[src/hdl/vmfa_pkg.sv]
package vmfa_pkg;

  localparam longint TWOPI_Q32 = 64'sd26986075409;
  localparam longint HALFPI_Q32 = 64'sd6746518852;
  localparam logic signed [33:0] HALFPI_Q30 = 34'sd1686629713;
  localparam logic signed [33:0] CORDIC_GAIN_Q30 = 34'sd652032874;
  localparam int CORDIC_STEPS = 24;
  localparam int ENTRY_W = 24;
  localparam logic signed [55:0] ENTRY_MAX = 56'sd8388607;
  localparam logic signed [55:0] ENTRY_MIN = -56'sd8388608;

  localparam logic [1:0] REG_SCALE = 2'd0;
  localparam logic [1:0] REG_ORIGIN_X = 2'd1;
  localparam logic [1:0] REG_ORIGIN_Y = 2'd2;

  typedef logic signed [ENTRY_W-1:0] entry_t;
  typedef entry_t [3:0] row_t;
  typedef row_t [2:0] mat_t;
  typedef logic signed [16:0] trig_t;

  function automatic logic signed [33:0] atan_q30(input int i);
    logic signed [33:0] r;
    case (i)
      0: r = 34'sd843314857;
      1: r = 34'sd497837829;
      2: r = 34'sd263043837;
      3: r = 34'sd133525159;
      4: r = 34'sd67021687;
      5: r = 34'sd33543516;
      6: r = 34'sd16775851;
      7: r = 34'sd8388437;
      8: r = 34'sd4194283;
      9: r = 34'sd2097149;
      default: r = 34'sd1 <<< (30 - i);
    endcase
    return r;
  endfunction

  function automatic trig_t to_q15(input logic signed [33:0] v);
    logic signed [33:0] t;
    trig_t r;
    t = (v + 34'sd16384) >>> 15;
    if (t > 34'sd32767) r = 17'sd32767;
    else if (t < -34'sd32768) r = -17'sd32768;
    else r = t[16:0];
    return r;
  endfunction

  function automatic entry_t rnd_sat(input logic signed [55:0] v, input int sh);
    logic signed [55:0] t;
    entry_t r;
    t = (v + (56'sd1 <<< (sh - 1))) >>> sh;
    if (t > ENTRY_MAX) r = ENTRY_MAX[ENTRY_W-1:0];
    else if (t < ENTRY_MIN) r = ENTRY_MIN[ENTRY_W-1:0];
    else r = t[ENTRY_W-1:0];
    return r;
  endfunction

endpackage

[src/hdl/vmfa_angle.sv]
module vmfa_angle #(
  parameter int ANGLE_FRAC_BITS = 13,
  parameter int AW = 16
) (
  input  logic                 clk,
  input  logic                 rst,
  input  logic                 in_valid,
  input  logic signed [17:0]   azimuth,
  input  logic signed [16:0]   elevation,
  output logic                 out_valid,
  output logic [AW-1:0]        az,
  output logic [AW-1:0]        el
);
  localparam longint TWOPI_F = (vmfa_pkg::TWOPI_Q32 + (64'sd1 <<< (31 - ANGLE_FRAC_BITS)))
                               >>> (32 - ANGLE_FRAC_BITS);
  localparam longint HALFPI_F = (vmfa_pkg::HALFPI_Q32 + (64'sd1 <<< (31 - ANGLE_FRAC_BITS)))
                                >>> (32 - ANGLE_FRAC_BITS);
  localparam int KP = 131071 / int'(TWOPI_F);
  localparam int KN = 131071 / int'(TWOPI_F) + 1;
  localparam logic signed [20:0] T21 = 21'(TWOPI_F);
  localparam logic [17:0] HP18 = 18'(HALFPI_F);

  logic [6:0] cp, cn;
  logic signed [20:0] az_s, az_w;
  logic [AW-1:0] az_next, el_next;

  always_comb begin
    cp = '0;
    cn = '0;
    for (int m = 1; m <= KP; m++) begin
      if (azimuth >= 18'(m * int'(TWOPI_F))) cp = cp + 7'd1;
    end
    for (int m = 1; m <= KN; m++) begin
      if (azimuth < -18'sd0 - 18'((m - 1) * int'(TWOPI_F))) cn = cn + 7'd1;
    end
    az_s = 21'(azimuth);
    az_w = az_s + $signed({14'd0, cn}) * T21 - $signed({14'd0, cp}) * T21;
    az_next = az_w[AW-1:0];
    if (elevation[16]) el_next = '0;
    else if ({1'b0, elevation} > HP18) el_next = AW'(HALFPI_F);
    else el_next = AW'(elevation[15:0]);
  end

  always_ff @(posedge clk) begin
    if (rst) out_valid <= 1'b0;
    else out_valid <= in_valid;
    az <= az_next;
    el <= el_next;
  end
endmodule

[config.mk]
export PLATFORM = sky130hd
export DESIGN_NAME = vmfa_angle
export DESIGN_NICKNAME = d
export VERILOG_FILES = /design/src/hdl/vmfa_pkg.sv /design/src/hdl/vmfa_angle.sv
export SDC_FILE = /design/constraint.sdc
export NUM_CORES = 1
export LEC_CHECK = 0
export BUFFER_PORTS_ARGS = -buffer_cell sky130_fd_sc_hd__buf_2
export CAP_MARGIN = 20
export CORE_AREA = 2 2 64 96
export DETAILED_ROUTE_END_ITERATION = 12
export DIE_AREA = 0 0 66 98
export PLACE_DENSITY = 0.57
export SYNTH_ARGS = -nofsm -noshare
export SYNTH_HDL_FRONTEND = slang
export SYNTH_SLANG_ARGS = --single-unit
[constraint.sdc]
create_clock -name clk -period 4.25 [get_ports clk]
set_input_delay 0.425 -clock clk [delete_from_list [all_inputs] [get_ports clk]]
set_output_delay 0.425 -clock clk [all_outputs]
set_load 0.1 [all_outputs]
==> results of run 1 <==
==> layout make-up <==
cell class                 count  share of cell area
clock inverter                 3             0.00689
clock buffer                   5              0.0271
inverter                      25              0.0369
sequential                    33               0.260
multi-input combinational    163               0.481
timing repair buffer          75               0.153
tap                           72              0.0355
==> cells in the final DEF, fill, tap and decap left out, types with 5 or more instances in the layout <==
cell,n
dfxtp_1,33
nand2_1,14
nor2_1,19
ha_1,25
buf_2,70
buf_4,5
o21ai_0,8
a21oi_1,11
clkbuf_8,5
nand2b_1,6
a21o_1,7
xnor2_1,15
inv_1,25
xor2_1,6
and2_1,7
==> Yosys cell counts, drive strengths merged (2+ instances only) <==
master / instances / share of area
nand2: 14 / 0.027
xor2: 6 / 0.027
a21oi: 13 / 0.037
xnor2: 15 / 0.066
and2: 7 / 0.022
clkbuf: 2 / 0.0038
inv: 25 / 0.047
nand4: 2 / 0.0063
or3: 2 / 0.0063
a21boi: 2 / 0.0076
and3: 2 / 0.0070
a211o: 2 / 0.0088
nor2b: 2 / 0.0063
nand3: 2 / 0.0051
fa: 3 / 0.030
a41o: 2 / 0.010
nand2b: 6 / 0.019
o221ai: 2 / 0.0088
a211oi: 3 / 0.014
nor2: 19 / 0.036
o21ai: 11 / 0.028
a21o: 8 / 0.031
ha: 25 / 0.16
a31oi: 3 / 0.0095
dfxtp: 33 / 0.33
nor3: 2 / 0.0051
==> where the power goes <==
group	leakage, nW	switching, W	internal, W
clock	0.0439	0.000109	0.000113
combinational	0.982	0.000706	0.000212
sequential	0.275	0.0000152	0.000379
==> registers in the layout, summed over array words and instances (netlist names) <==
name	flops
az	16
el	16
out_valid	1
==> metal layers <==
metal,wire [µm],vias to the layer above,part of all wire
met5,0,-,0
li1,-,913,-
met3,270,6,0.065
met2,2210,61,0.53
met4,85,0,0.020
met1,1600,789,0.38
==> stage by stage <==
stage	instances	power [W]	hold WS [ns]	worst slack [ns]	instance area, µm²
CTS	376	0.00155	0.243	0.446	2540
global placement	368	0.00132	0.532	0.250	2450
finish	376	0.00153	0.256	0.473	2540
floorplan	223	0.00116	0.453	0.441	1980
detailed placement	368	0.00132	0.534	0.159	2450
global route	376	0.00163	0.245	0.177	2540
==> logic make-up after synthesis <==
kind of cell,count (synthesis)
AO/OA/AOI/OAI,52
XOR/XNOR,21
adder cells (fa/ha/maj),28
buffers and inverters,27
flip-flops,33
other,1
AND/OR/NAND/NOR,60
==> worst max-delay path by stage <==
stage	from	to	slack [ns]	cells after the start
after floorplan	azimuth[7]	az[13]	0.44	17
after global placement	azimuth[5]	az[14]	0.25	15
after detailed placement	azimuth[7]	az[13]	0.16	17
after CTS	azimuth[7]	az[13]	0.45	17
after global routing	azimuth[5]	az[14]	0.18	15
final	azimuth[7]	az[13]	0.47	17
==> impl_results.md, run 1 <==
* Status: finished clean
* Chip Width at between 60 and 70 µm
* CTS Sinks at 33
* Mux contribution to synthesized area at 0
* Required @ worst endpoint at 4.45 ns
* Ports at 71
* Fin crit share at 0.889
* CP endpoint kind: register
* Critical Path Fanout Max at 5
* Syn Area/Cell at 8.92 µm²
* DRC Markers at 0
* Min cycle time layout at roughly 3.8 ns
* Port buffer count at 70
* WP data arrival at around 4 ns
* Layout cells sized above 1 at 0.296
* Setup bufs post-CTS at 0
* Routed wire per std cell at approximately 11 µm
* GR Util met3 at 0.0265
* Synth Area in Adders at 0.188
* Area of the core at approximately 5700 µm²
* Slowest cell on crit path: or3_1
* Root Buffer: clkbuf_8
* Row count at 34
* Met1 usage at 0.143
* Drt first-iter violations at 60
* Worst hold stages at 1
* Post-CTS Hold Buffers at 0
* Sequential cell area at 661 µm²
* Worst path bufs/invs at 1
* Fill cell count at ~620
* Vias post-DR at about 1800
* Multi-input gate area at roughly 1200 µm²
* Post-Synth Simple-Gate Area at 0.146
* Final Hold Vio Count at 0
* Post-route ant nets at 0
* Power per cell area at 604 nW/µm²
* Initial antenna violation count at 0
* Final #Nets at around 370
* Max Cap Viol at 0
* Crit-path leading delay family: compound AO/OA/AOI/OAI gates
* Total iterations of the first detailed-routing run at 4
* RSZ-0062 raised after global routing: no
* Maximum number of pins on one net before global-route repair at 12
* Final WL at 4.17 mm
* LEAKAGE at roughly 1.3 nW
* CTS tree: yes
* Compound-gate portion of the synthesized area at 0.186
* Hold Path Class: input pin to register
* Synth Area in XOR/XNOR at 0.0929
* EDFF count, synth at 0
* RD Place Congestion at between 0.8 and 0.9
* Synthesis Warnings at 0
* Final setup fails at 0
* Syn Inst Count at 222
* Clk pin slew, worst setup/hold paths at 0.06 ns
* Critical path cell sequence: buf_2 -> or3_1 -> o21ai_1 -> nand2_1 -> a211o_1 -> a31oi_1 -> or2_1 -> ha_1 -> xnor2_1 -> ha_1 -> ha_1 -> a21oi_2 -> o21ai_1 -> a311oi_2 -> a21oi_2 -> o41ai_2 -> xnor2_1
* ANT cells at 0
* Post-CTS sizing at 0
* Slew of the pin with the lowest slew margin at around 0.50 ns
* Largest family of logic cells by synthesized area: adder cells
* Area delta synth->final at 28.3%
* Busiest grt layer: met2
* Die height at ~98 µm
* Min-Delay Startpoint: azimuth[0]
* Layout Utilization at 0.446
* CP most frequent cell: ha_1
* Starting Density at 0.347
* Max-slew violation total from the final report at 0
* Synthesized area at 1980 µm²
* Startpoint Class: input pin
* Prevailing post-synth register cell: dfxtp_1
* Vias in the first global route at about 1700
* CP Class: input pin to register
* Grt total ovfl at 0
* Setup tns final at 0 ns
* Fmax at between 0.2 and 0.3 GHz
* Hold worst-path end: az[0]
* Routed vias/inst at approximately 4.7
* Max VDD drop at 198 µV
* Die area at approximately 6500 µm²
* Slew HR at 0.665
* Cts bufs inserted at 5
* Final HPWL DP at about 3.6 mm
* CTS H-tree lvls at 2
* First-pass GRT wire length at around 7.1 mm
* CP max stage delay at 0.38 ns
* GR Layer Usage met2 at 0.262
* Synth cell types at 40
* Gr usage total at 0.139
* Seq cells post-synth at 33
* Synth async-reset ratio at 0
* CTS Buffer Depth at 2
* Seq/Total Area, Yosys at 0.334
(Power assumes the default switching activity.)
==> run 2, diff against run 1 <==
--- a/config.mk
+++ b/config.mk
@@ -5,12 +5,14 @@
 export SDC_FILE = /design/constraint.sdc
 export NUM_CORES = 1
 export LEC_CHECK = 0
+export ABC_AREA = 1
 export BUFFER_PORTS_ARGS = -buffer_cell sky130_fd_sc_hd__buf_2
 export CAP_MARGIN = 20
-export CORE_AREA = 2 2 64 96
+export CORE_AREA = 2 2 84 86
 export DETAILED_ROUTE_END_ITERATION = 12
-export DIE_AREA = 0 0 66 98
-export PLACE_DENSITY = 0.57
+export DIE_AREA = 0 0 86 88
+export PLACE_DENSITY = 0.56
+export SLEW_MARGIN = 40
 export SYNTH_ARGS = -nofsm -noshare
 export SYNTH_HDL_FRONTEND = slang
 export SYNTH_SLANG_ARGS = --single-unit
==> run 2 against run 1 <==
  * Combinational power up 5.9%
  * Sequential cell count unchanged
  * Synthesized cell count increased by 55%
  * Critical path depth is 1 higher
  * Maximum frequency grew 11%
  * Sequential power is essentially flat
  * Highest routed layer unchanged
==> impl_results.md, run 2 <==
* Max-slew violation total from the final report at 0 (unchanged)
* Most frequent cell after synthesis: nand2_1 (was dfxtp_1)
* Drt first-iter violations at 64 (was 60)
* Sequential Power Share at 0.235 (was 0.257)
* Maximum number of pins on one net before global-route repair at 12 (unchanged)
* Port buffer count at 70 (unchanged)
* Die area at 7570 µm² (was 6470 µm²)
* Initial antenna violation count at 0 (unchanged)
* Clock share of power at 0.182 (was 0.145)
* Post-CTS Hold Buffers at 0 (unchanged)
* Syn Area/Cell at 6.85 µm² (was 8.92 µm²)
* Final HPWL DP at 4.46 mm (was 3.55 mm)
* Final Cell Area at 2920 µm² (was 2540 µm²)
* RSZ-0062 raised after global routing: no (unchanged)
* Design Power at 0.00167 W (was 0.00153 W)
* WP data arrival at 3.57 ns (was 3.98 ns)
* Starting Density at 0.355 (was 0.347)
* Seq/Total Area, Yosys at 0.280 (was 0.334)
* Gr usage total at 0.145 (was 0.139)
* Status: finished clean (unchanged)
* Synth cell types at 30 (was 40)
* Max Cap Viol at 0 (unchanged)
* Area contributors post-synth: dfxtp_1 28%, ha_1 13%, nand2_1 13%, inv_1 11%, nor2_1 4.8% (was dfxtp_1 33%, ha_1 16%, xnor2_1 6.6%, inv_1 4.7%, nor2_1 3.6%)
* Multi-input gate area at 1410 µm² (was 1220 µm²)
* Routed vias/inst at 4.47 (was 4.70)
* Prevailing post-synth register cell: dfxtp_1 (unchanged)
* Seq cells post-synth at 33 (unchanged)
* Synthesized area at 2360 µm² (was 1980 µm²)
* Syn Inst Count at 344 (was 222)
* Startpoint Class: input pin (unchanged)
* Vias post-DR at 2240 (was 1769)
* Fin crit share at 0.798 (was 0.889)
* Total iterations of the first detailed-routing run at 4 (unchanged)
* Placement Cell Area at 2800 µm² (was 2450 µm²)
* Fill cell count at 692 (was 617)
* Vias in the first global route at 2163 (was 1722)
* RD Place Congestion at 0.827 (was 0.822)
* Hold Path Class: input pin to register (unchanged)
* Internal power at 0.000767 W (was 0.000704 W)
* Synthesis Warnings at 0 (unchanged)
* Top cell type's share of synthesized area at 0.280 (was 0.334)
* Area leader, netlist: dfxtp_1 (unchanged)
* CP endpoint kind: register (unchanged)
* Die height at 88 µm (was 98 µm)
* CTS tree: yes (unchanged)
* Final #Nets at 486 (was 369)
* LEAKAGE at 1.67 nW (was 1.30 nW)
* Routed wire per std cell at 10.4 µm (was 11.1 µm)
* Top Registers: az x16, el x16, out_valid x1 (unchanged)
* Setup tns final at 0 ns (unchanged)
* Cts bufs inserted at 5 (unchanged)
* Clk pin slew, worst setup/hold paths at 0.07 ns (was 0.06 ns)
* CTS Sinks at 33 (unchanged)
* Sequential cell area at 661 µm² (unchanged)
* EDFF count, synth at 0 (unchanged)
* Most frequent cells after synthesis: 80 x nand2_1, 70 x inv_1, 33 x dfxtp_1, 30 x nor2_1, 25 x ha_1 (was 33 x dfxtp_1, 25 x ha_1, 25 x inv_1, 19 x nor2_1, 15 x xnor2_1)
* Ports at 71 (unchanged)
* Combinational power share at 0.583 (was 0.598)
* CTS H-tree lvls at 2 (unchanged)
* Most common cell after layout, fill and taps aside: nand2_1 (was buf_2)
* Root Buffer: clkbuf_8 (unchanged)
* DRC Markers at 0 (unchanged)
* Final Hold Vio Count at 0 (unchanged)
* Power per cell area at 572 nW/µm² (was 604 nW/µm²)
* Post-route ant nets at 0 (unchanged)
* CP Class: input pin to register (unchanged)
* Commonest cells after routing, fill and taps aside: 80 x nand2_1, 70 x inv_1, 70 x buf_2 (was 70 x buf_2, 33 x dfxtp_1, 25 x inv_1, 25 x ha_1, 19 x nor2_1)
* Required @ worst endpoint at 4.42 ns (was 4.45 ns)
* Grt total ovfl at 0 (unchanged)
* Post-CTS sizing at 0 (unchanged)
* Final setup fails at 0 (unchanged)
* Worst setup path endpoint: az[11] (was az[13])
* ANT cells at 0 (unchanged)
* Chip Width at 86 µm (was 66 µm)
* Final WL at 5.20 mm (was 4.17 mm)
* CTS Buffer Depth at 2 (unchanged)
* Min cycle time layout at 3.39 ns (was 3.78 ns)
* Area of the core at 6640 µm² (was 5700 µm²)
* Layout cells sized above 1 at 0.216 (was 0.296)
* Net Sw Frac at 0.540 (was 0.541)
* Area delta synth->final at 23.7% (was 28.3%)
* Critical Path Fanout Max at 9 (was 5)
* Crit. Startpoint: azimuth[15] (was azimuth[7])
* Synth async-reset ratio at 0 (unchanged)
* Max VDD drop at 225 µV (was 198 µV)
* First-pass GRT wire length at 8.86 mm (was 7.09 mm)
* Setup bufs post-CTS at 0 (unchanged)
* Fmax at 0.295 GHz (was 0.265 GHz)
* Switching power at 0.000901 W (was 0.000831 W)
* Row count at 30 (was 34)
==> run 2: metrics by stage <==
step | hold slack [ns] | setup WS [ns] | instances | util
after floorplan | 0.453 | 1.03 | 345 | -
after global placement | 0.535 | 0.572 | 493 | 0.421
after detailed placement | 0.534 | 0.574 | 493 | 0.421
after CTS | 0.237 | 0.871 | 501 | 0.439
after global routing | 0.228 | 0.630 | 501 | 0.439
final | 0.244 | 0.857 | 501 | 0.439
==> run 2: kinds of logic (layout without fill, tap and decap cells) <==
| family | Yosys count | after routing | share of synthesized area |
|---|---|---|---|
| simple gates | 153 | 153 | 0.288 |
| buf+inv | 75 | 151 | 0.123 |
| compound gates | 39 | 39 | 0.0935 |
| flops | 33 | 33 | 0.280 |
| fa+ha+maj | 28 | 28 | 0.158 |
| xor+xnor | 15 | 15 | 0.0558 |
| other cells | 1 | 2 | 0.00159 |
==> run 2: worst max-delay path: stages <==
cell	delay [ns]
buf_2	0.16
inv_1	0.15
nand4_1	0.11
nor4_1	0.18
a21oi_1	0.12
ha_1	0.34
a21oi_1	0.40
fa_1	0.50
ha_1	0.36
nand2_1	0.06
inv_1	0.09
nand3_1	0.09
nand3_1	0.16
nand2_1	0.11
nor2_1	0.16
nor2_1	0.06
nand2_1	0.05
nand2_1	0.05
==> run 2: how the worst min path moves through the flow <==
stage / from / endpoint / cells past startpoint
3_3_place_gp: azimuth[0] / az[0] / 1
2_1_floorplan: azimuth[0] / az[0] / 0
6_report: azimuth[0] / az[0] / 1
3_5_place_dp: azimuth[0] / az[0] / 1
5_1_grt: azimuth[0] / az[0] / 1
4_1_cts: azimuth[0] / az[0] / 1
==> run 2: layer usage <==
metal | global-route usage | up-vias | routed length, µm
met2 | 0.257 | 74 | 2340
li1 | - | 1219 | -
met4 | 0.0779 | 0 | 163
met3 | 0.0264 | 16 | 313
met5 | 0 | - | 0
met1 | 0.166 | 931 | 2380
==> run 2: area by class of cell <==
| type | instances | area share |
|---|---|---|
| Clock buffer | 6 | 0.0283 |
| Clock inverter | 2 | 0.0129 |
| Inverter | 73 | 0.0940 |
| Multi-Input combinational cell | 237 | 0.484 |
| Sequential cell | 33 | 0.227 |
| Tap cell | 80 | 0.0343 |
| Timing Repair Buffer | 70 | 0.120 |
==> run 2: power by group through the flow <==
stage                     clock network [W]  registers (W)  logic, W
after floorplan                           0       0.000910  0.000301
after global placement                    0       0.000401  0.000975
after detailed placement                  0       0.000402  0.000976
after CTS                          0.000315       0.000394  0.000978
after global routing               0.000329       0.000400   0.00104
final                              0.000304       0.000392  0.000972
==> run 3, diff against run 2 <==
==> constraint.sdc (replaced) <==
create_clock -name clk -period 3.4 [get_ports clk]
set_input_delay 0.34 -clock clk [delete_from_list [all_inputs] [get_ports clk]]
set_output_delay 0.34 -clock clk [all_outputs]
set_load 0.1 [all_outputs]
==> run 3 against run 2 <==
  * Utilization rose by 4.1 points
  * Sequential cell count did not move
  * Largest power group unchanged
  * Non-clock buffer count rose by 23
  * Sequential power rose by 26%
  * Via count rose by 5.2%
  * Die area did not move
  * Final cell count rose by 4.6%
  * Hold slack got worse by 0.082 ns
==> impl_results.md, run 3 (synthesis results as in run 2) <==
* Routed vias/inst at 4.50 (was 4.47)
* CTS tree: yes (unchanged)
* CP Class: input pin to register (unchanged)
* Final HPWL DP at 4.64 mm (was 4.46 mm)
* Root Buffer: clkbuf_8 (unchanged)
* Gr usage total at 0.148 (was 0.145)
* Chip Width at 86 µm (unchanged)
* Drt first-iter violations at 69 (was 64)
* Crit-path leading delay family: adder cells (unchanged)
* Max-slew violation total from the final report at 0 (unchanged)
* Area of the core at 6640 µm² (unchanged)
* Grt total ovfl at 0 (unchanged)
* Vias post-DR at 2357 (was 2240)
* DRC Markers at 0 (unchanged)
* Worst setup path endpoint: az[12] (was az[11])
* Slowest cell on crit path: fa_1 (unchanged)
* Net Sw Frac at 0.527 (was 0.540)
* Crit. Startpoint: azimuth[14] (was azimuth[15])
* Post-route ant nets at 0 (unchanged)
* Port buffer count at 70 (unchanged)
* Fmax at about 0.31 GHz
* Ports at 71 (unchanged)
* Setup tns final at 0 ns (unchanged)
* Layout cells sized above 1 at 0.291 (was 0.216)
* Initial antenna violation count at 0 (unchanged)
* Die height at 88 µm (unchanged)
* Switching power at 0.00116 W (was 0.000901 W)
* Sequential Power Share at 0.224 (was 0.235)
* Fin crit share at 0.938
* Clk pin slew, worst setup/hold paths at 0.07 ns (about the same)
* Final setup fails at 0 (unchanged)
* Required @ worst endpoint at 3.58 ns (was 4.42 ns)
* Status: finished clean (unchanged)
* First-pass GRT wire length at 9.09 mm (was 8.86 mm)
* Total iterations of the first detailed-routing run at 4 (unchanged)
* Area delta synth->final at 35.2% (was 23.7%)
* Startpoint Class: input pin (unchanged)
* Final WL at 5.54 mm (was 5.20 mm)
* Cts bufs inserted at 5 (unchanged)
* Max Cap Viol at 0 (unchanged)
* Internal power at 0.00104 W (was 0.000767 W)
* Die area at 7570 µm² (unchanged)
* RSZ-0062 raised after global routing: yes (was no)
* CTS Sinks at 33 (unchanged)
* Worst path bufs/invs at 4 (was 3)
* Combinational power share at 0.604 (was 0.583)
* Row count at 30 (unchanged)
* Min cycle time layout at 3.19 ns
* Top Registers: az x16, el x16, out_valid x1 (unchanged)
* Maximum number of pins on one net before global-route repair at 12 (unchanged)
* Critical Path Fanout Max at 6 (was 9)
* CTS Buffer Depth at 2 (unchanged)
* Power per cell area at 692 nW/µm² (was 572 nW/µm²)
* Starting Density at 0.355 (unchanged)
* Hold Path Class: input pin to register (unchanged)
* CTS H-tree lvls at 2 (unchanged)
* Crit path depth at 17 (was 18)
* Vias in the first global route at 2142 (was 2163)
* Fill cell count at 701 (was 692)
* Final Hold Vio Count at 0 (unchanged)
* Routed wire per std cell at 10.6 µm (was 10.4 µm)
* RD Place Congestion at 0.829 (was 0.827)
* Commonest cells after routing, fill and taps aside: 79 x nand2_1, 70 x buf_2, 69 x inv_1 (was 80 x nand2_1, 70 x inv_1, 70 x buf_2)
* CP max stage delay at 0.42 ns (was 0.50 ns)
* Clock share of power at 0.172 (was 0.182)
* WP data arrival at 3.37 ns (was 3.57 ns)
* LEAKAGE at 1.78 nW (was 1.67 nW)
* Max VDD drop at 250 µV (was 225 µV)
* Most common cell after layout, fill and taps aside: nand2_1 (unchanged)
* WHS at 0.162 ns (was 0.244 ns)
* ANT cells at 0 (unchanged)
* CP endpoint kind: register (unchanged)
* Final #Nets at 509 (was 486)
* Critical path cell sequence: buf_2 -> inv_4 -> nand4_1 -> nor4_1 -> a21oi_1 -> ha_1 -> buf_4 -> a21oi_1 -> buf_4 -> fa_1 -> ha_2 -> nand2_2 -> nor2_2 -> nand3_1 -> or2_1 -> nand4_1 -> nand2_1 (was buf_2 -> inv_1 -> nand4_1 -> nor4_1 -> a21oi_1 -> ha_1 -> a21oi_1 -> fa_1 -> ha_1 -> nand2_1 -> inv_1 -> nand3_1 -> nand3_1 -> nand2_1 -> nor2_1 -> nor2_1 -> nand2_1 -> nand2_1)
==> run 3: cell types whose count changed in the layout (fill, tap and decap cells not counted), moves of 2 or more <==
| cell | previous run | this run |
|---|---|---|
| a21oi_2 | 0 | 3 |
| a21oi_1 | 15 | 12 |
| nor2_2 | 1 | 3 |
| nor2_1 | 30 | 28 |
| ha_1 | 25 | 19 |
| buf_4 | 0 | 23 |
| ha_4 | 0 | 5 |
==> run 3: through the flow <==
stage               setup slack (ns)  power, W  instances   util  cell area (µm²)
finish                         0.212   0.00220        524  0.479             3190
global route                 -0.0204   0.00234        524  0.479             3190
CTS                            0.209   0.00218        522  0.463             3070
detailed placement           -0.0823   0.00179        514  0.444             2950
global placement             -0.0595   0.00179        514  0.444             2950
floorplan                      0.268   0.00151        345      -             2360
==> run 3: area by class of cell <==
| cell class | count | area, µm² | share of cell area |
|---|---|---|---|
| inverter | 73 | 277 | 0.0868 |
| clock buffer | 6 | 82.6 | 0.0259 |
| multi-input combinational | 237 | 1510 | 0.473 |
| clock inverter | 2 | 37.5 | 0.0118 |
| timing repair buffer | 93 | 523 | 0.164 |
| sequential | 33 | 661 | 0.207 |
| tap | 80 | 100 | 0.0314 |
==> run 3: what timing repair did <==
item                       CTS  global route
hold buffers                 0             0
setup endpoints to repair    0             5
resized for setup            0            20
buffers inserted             0             2
==> run 3: routing by layer <==
metal,vias to the layer above,wire [µm],track usage
li1,1272,-,-
met4,0,71,0.0563
met3,4,293,0.0179
met1,1014,2630,0.187
met5,-,0,0
met2,67,2550,0.258
==> run 3: worst min path at each step <==
stage	from	end	slack (ns)	cells past startpoint
after floorplan	azimuth[0]	az[0]	0.37	0
after global placement	azimuth[0]	az[0]	0.45	1
after detailed placement	azimuth[0]	az[0]	0.45	1
after CTS	azimuth[0]	az[0]	0.15	1
after global routing	azimuth[0]	az[0]	0.15	1
final	azimuth[0]	az[0]	0.16	1
==> run 3: power groups by stage <==
stage                     registers (W)  logic (W)  clock network, W
final                          0.000494    0.00133          0.000380
after global routing           0.000503    0.00142          0.000412
after detailed placement       0.000504    0.00129                 0
after floorplan                 0.00114   0.000376                 0
after global placement         0.000503    0.00128                 0
after CTS                      0.000495    0.00129          0.000395
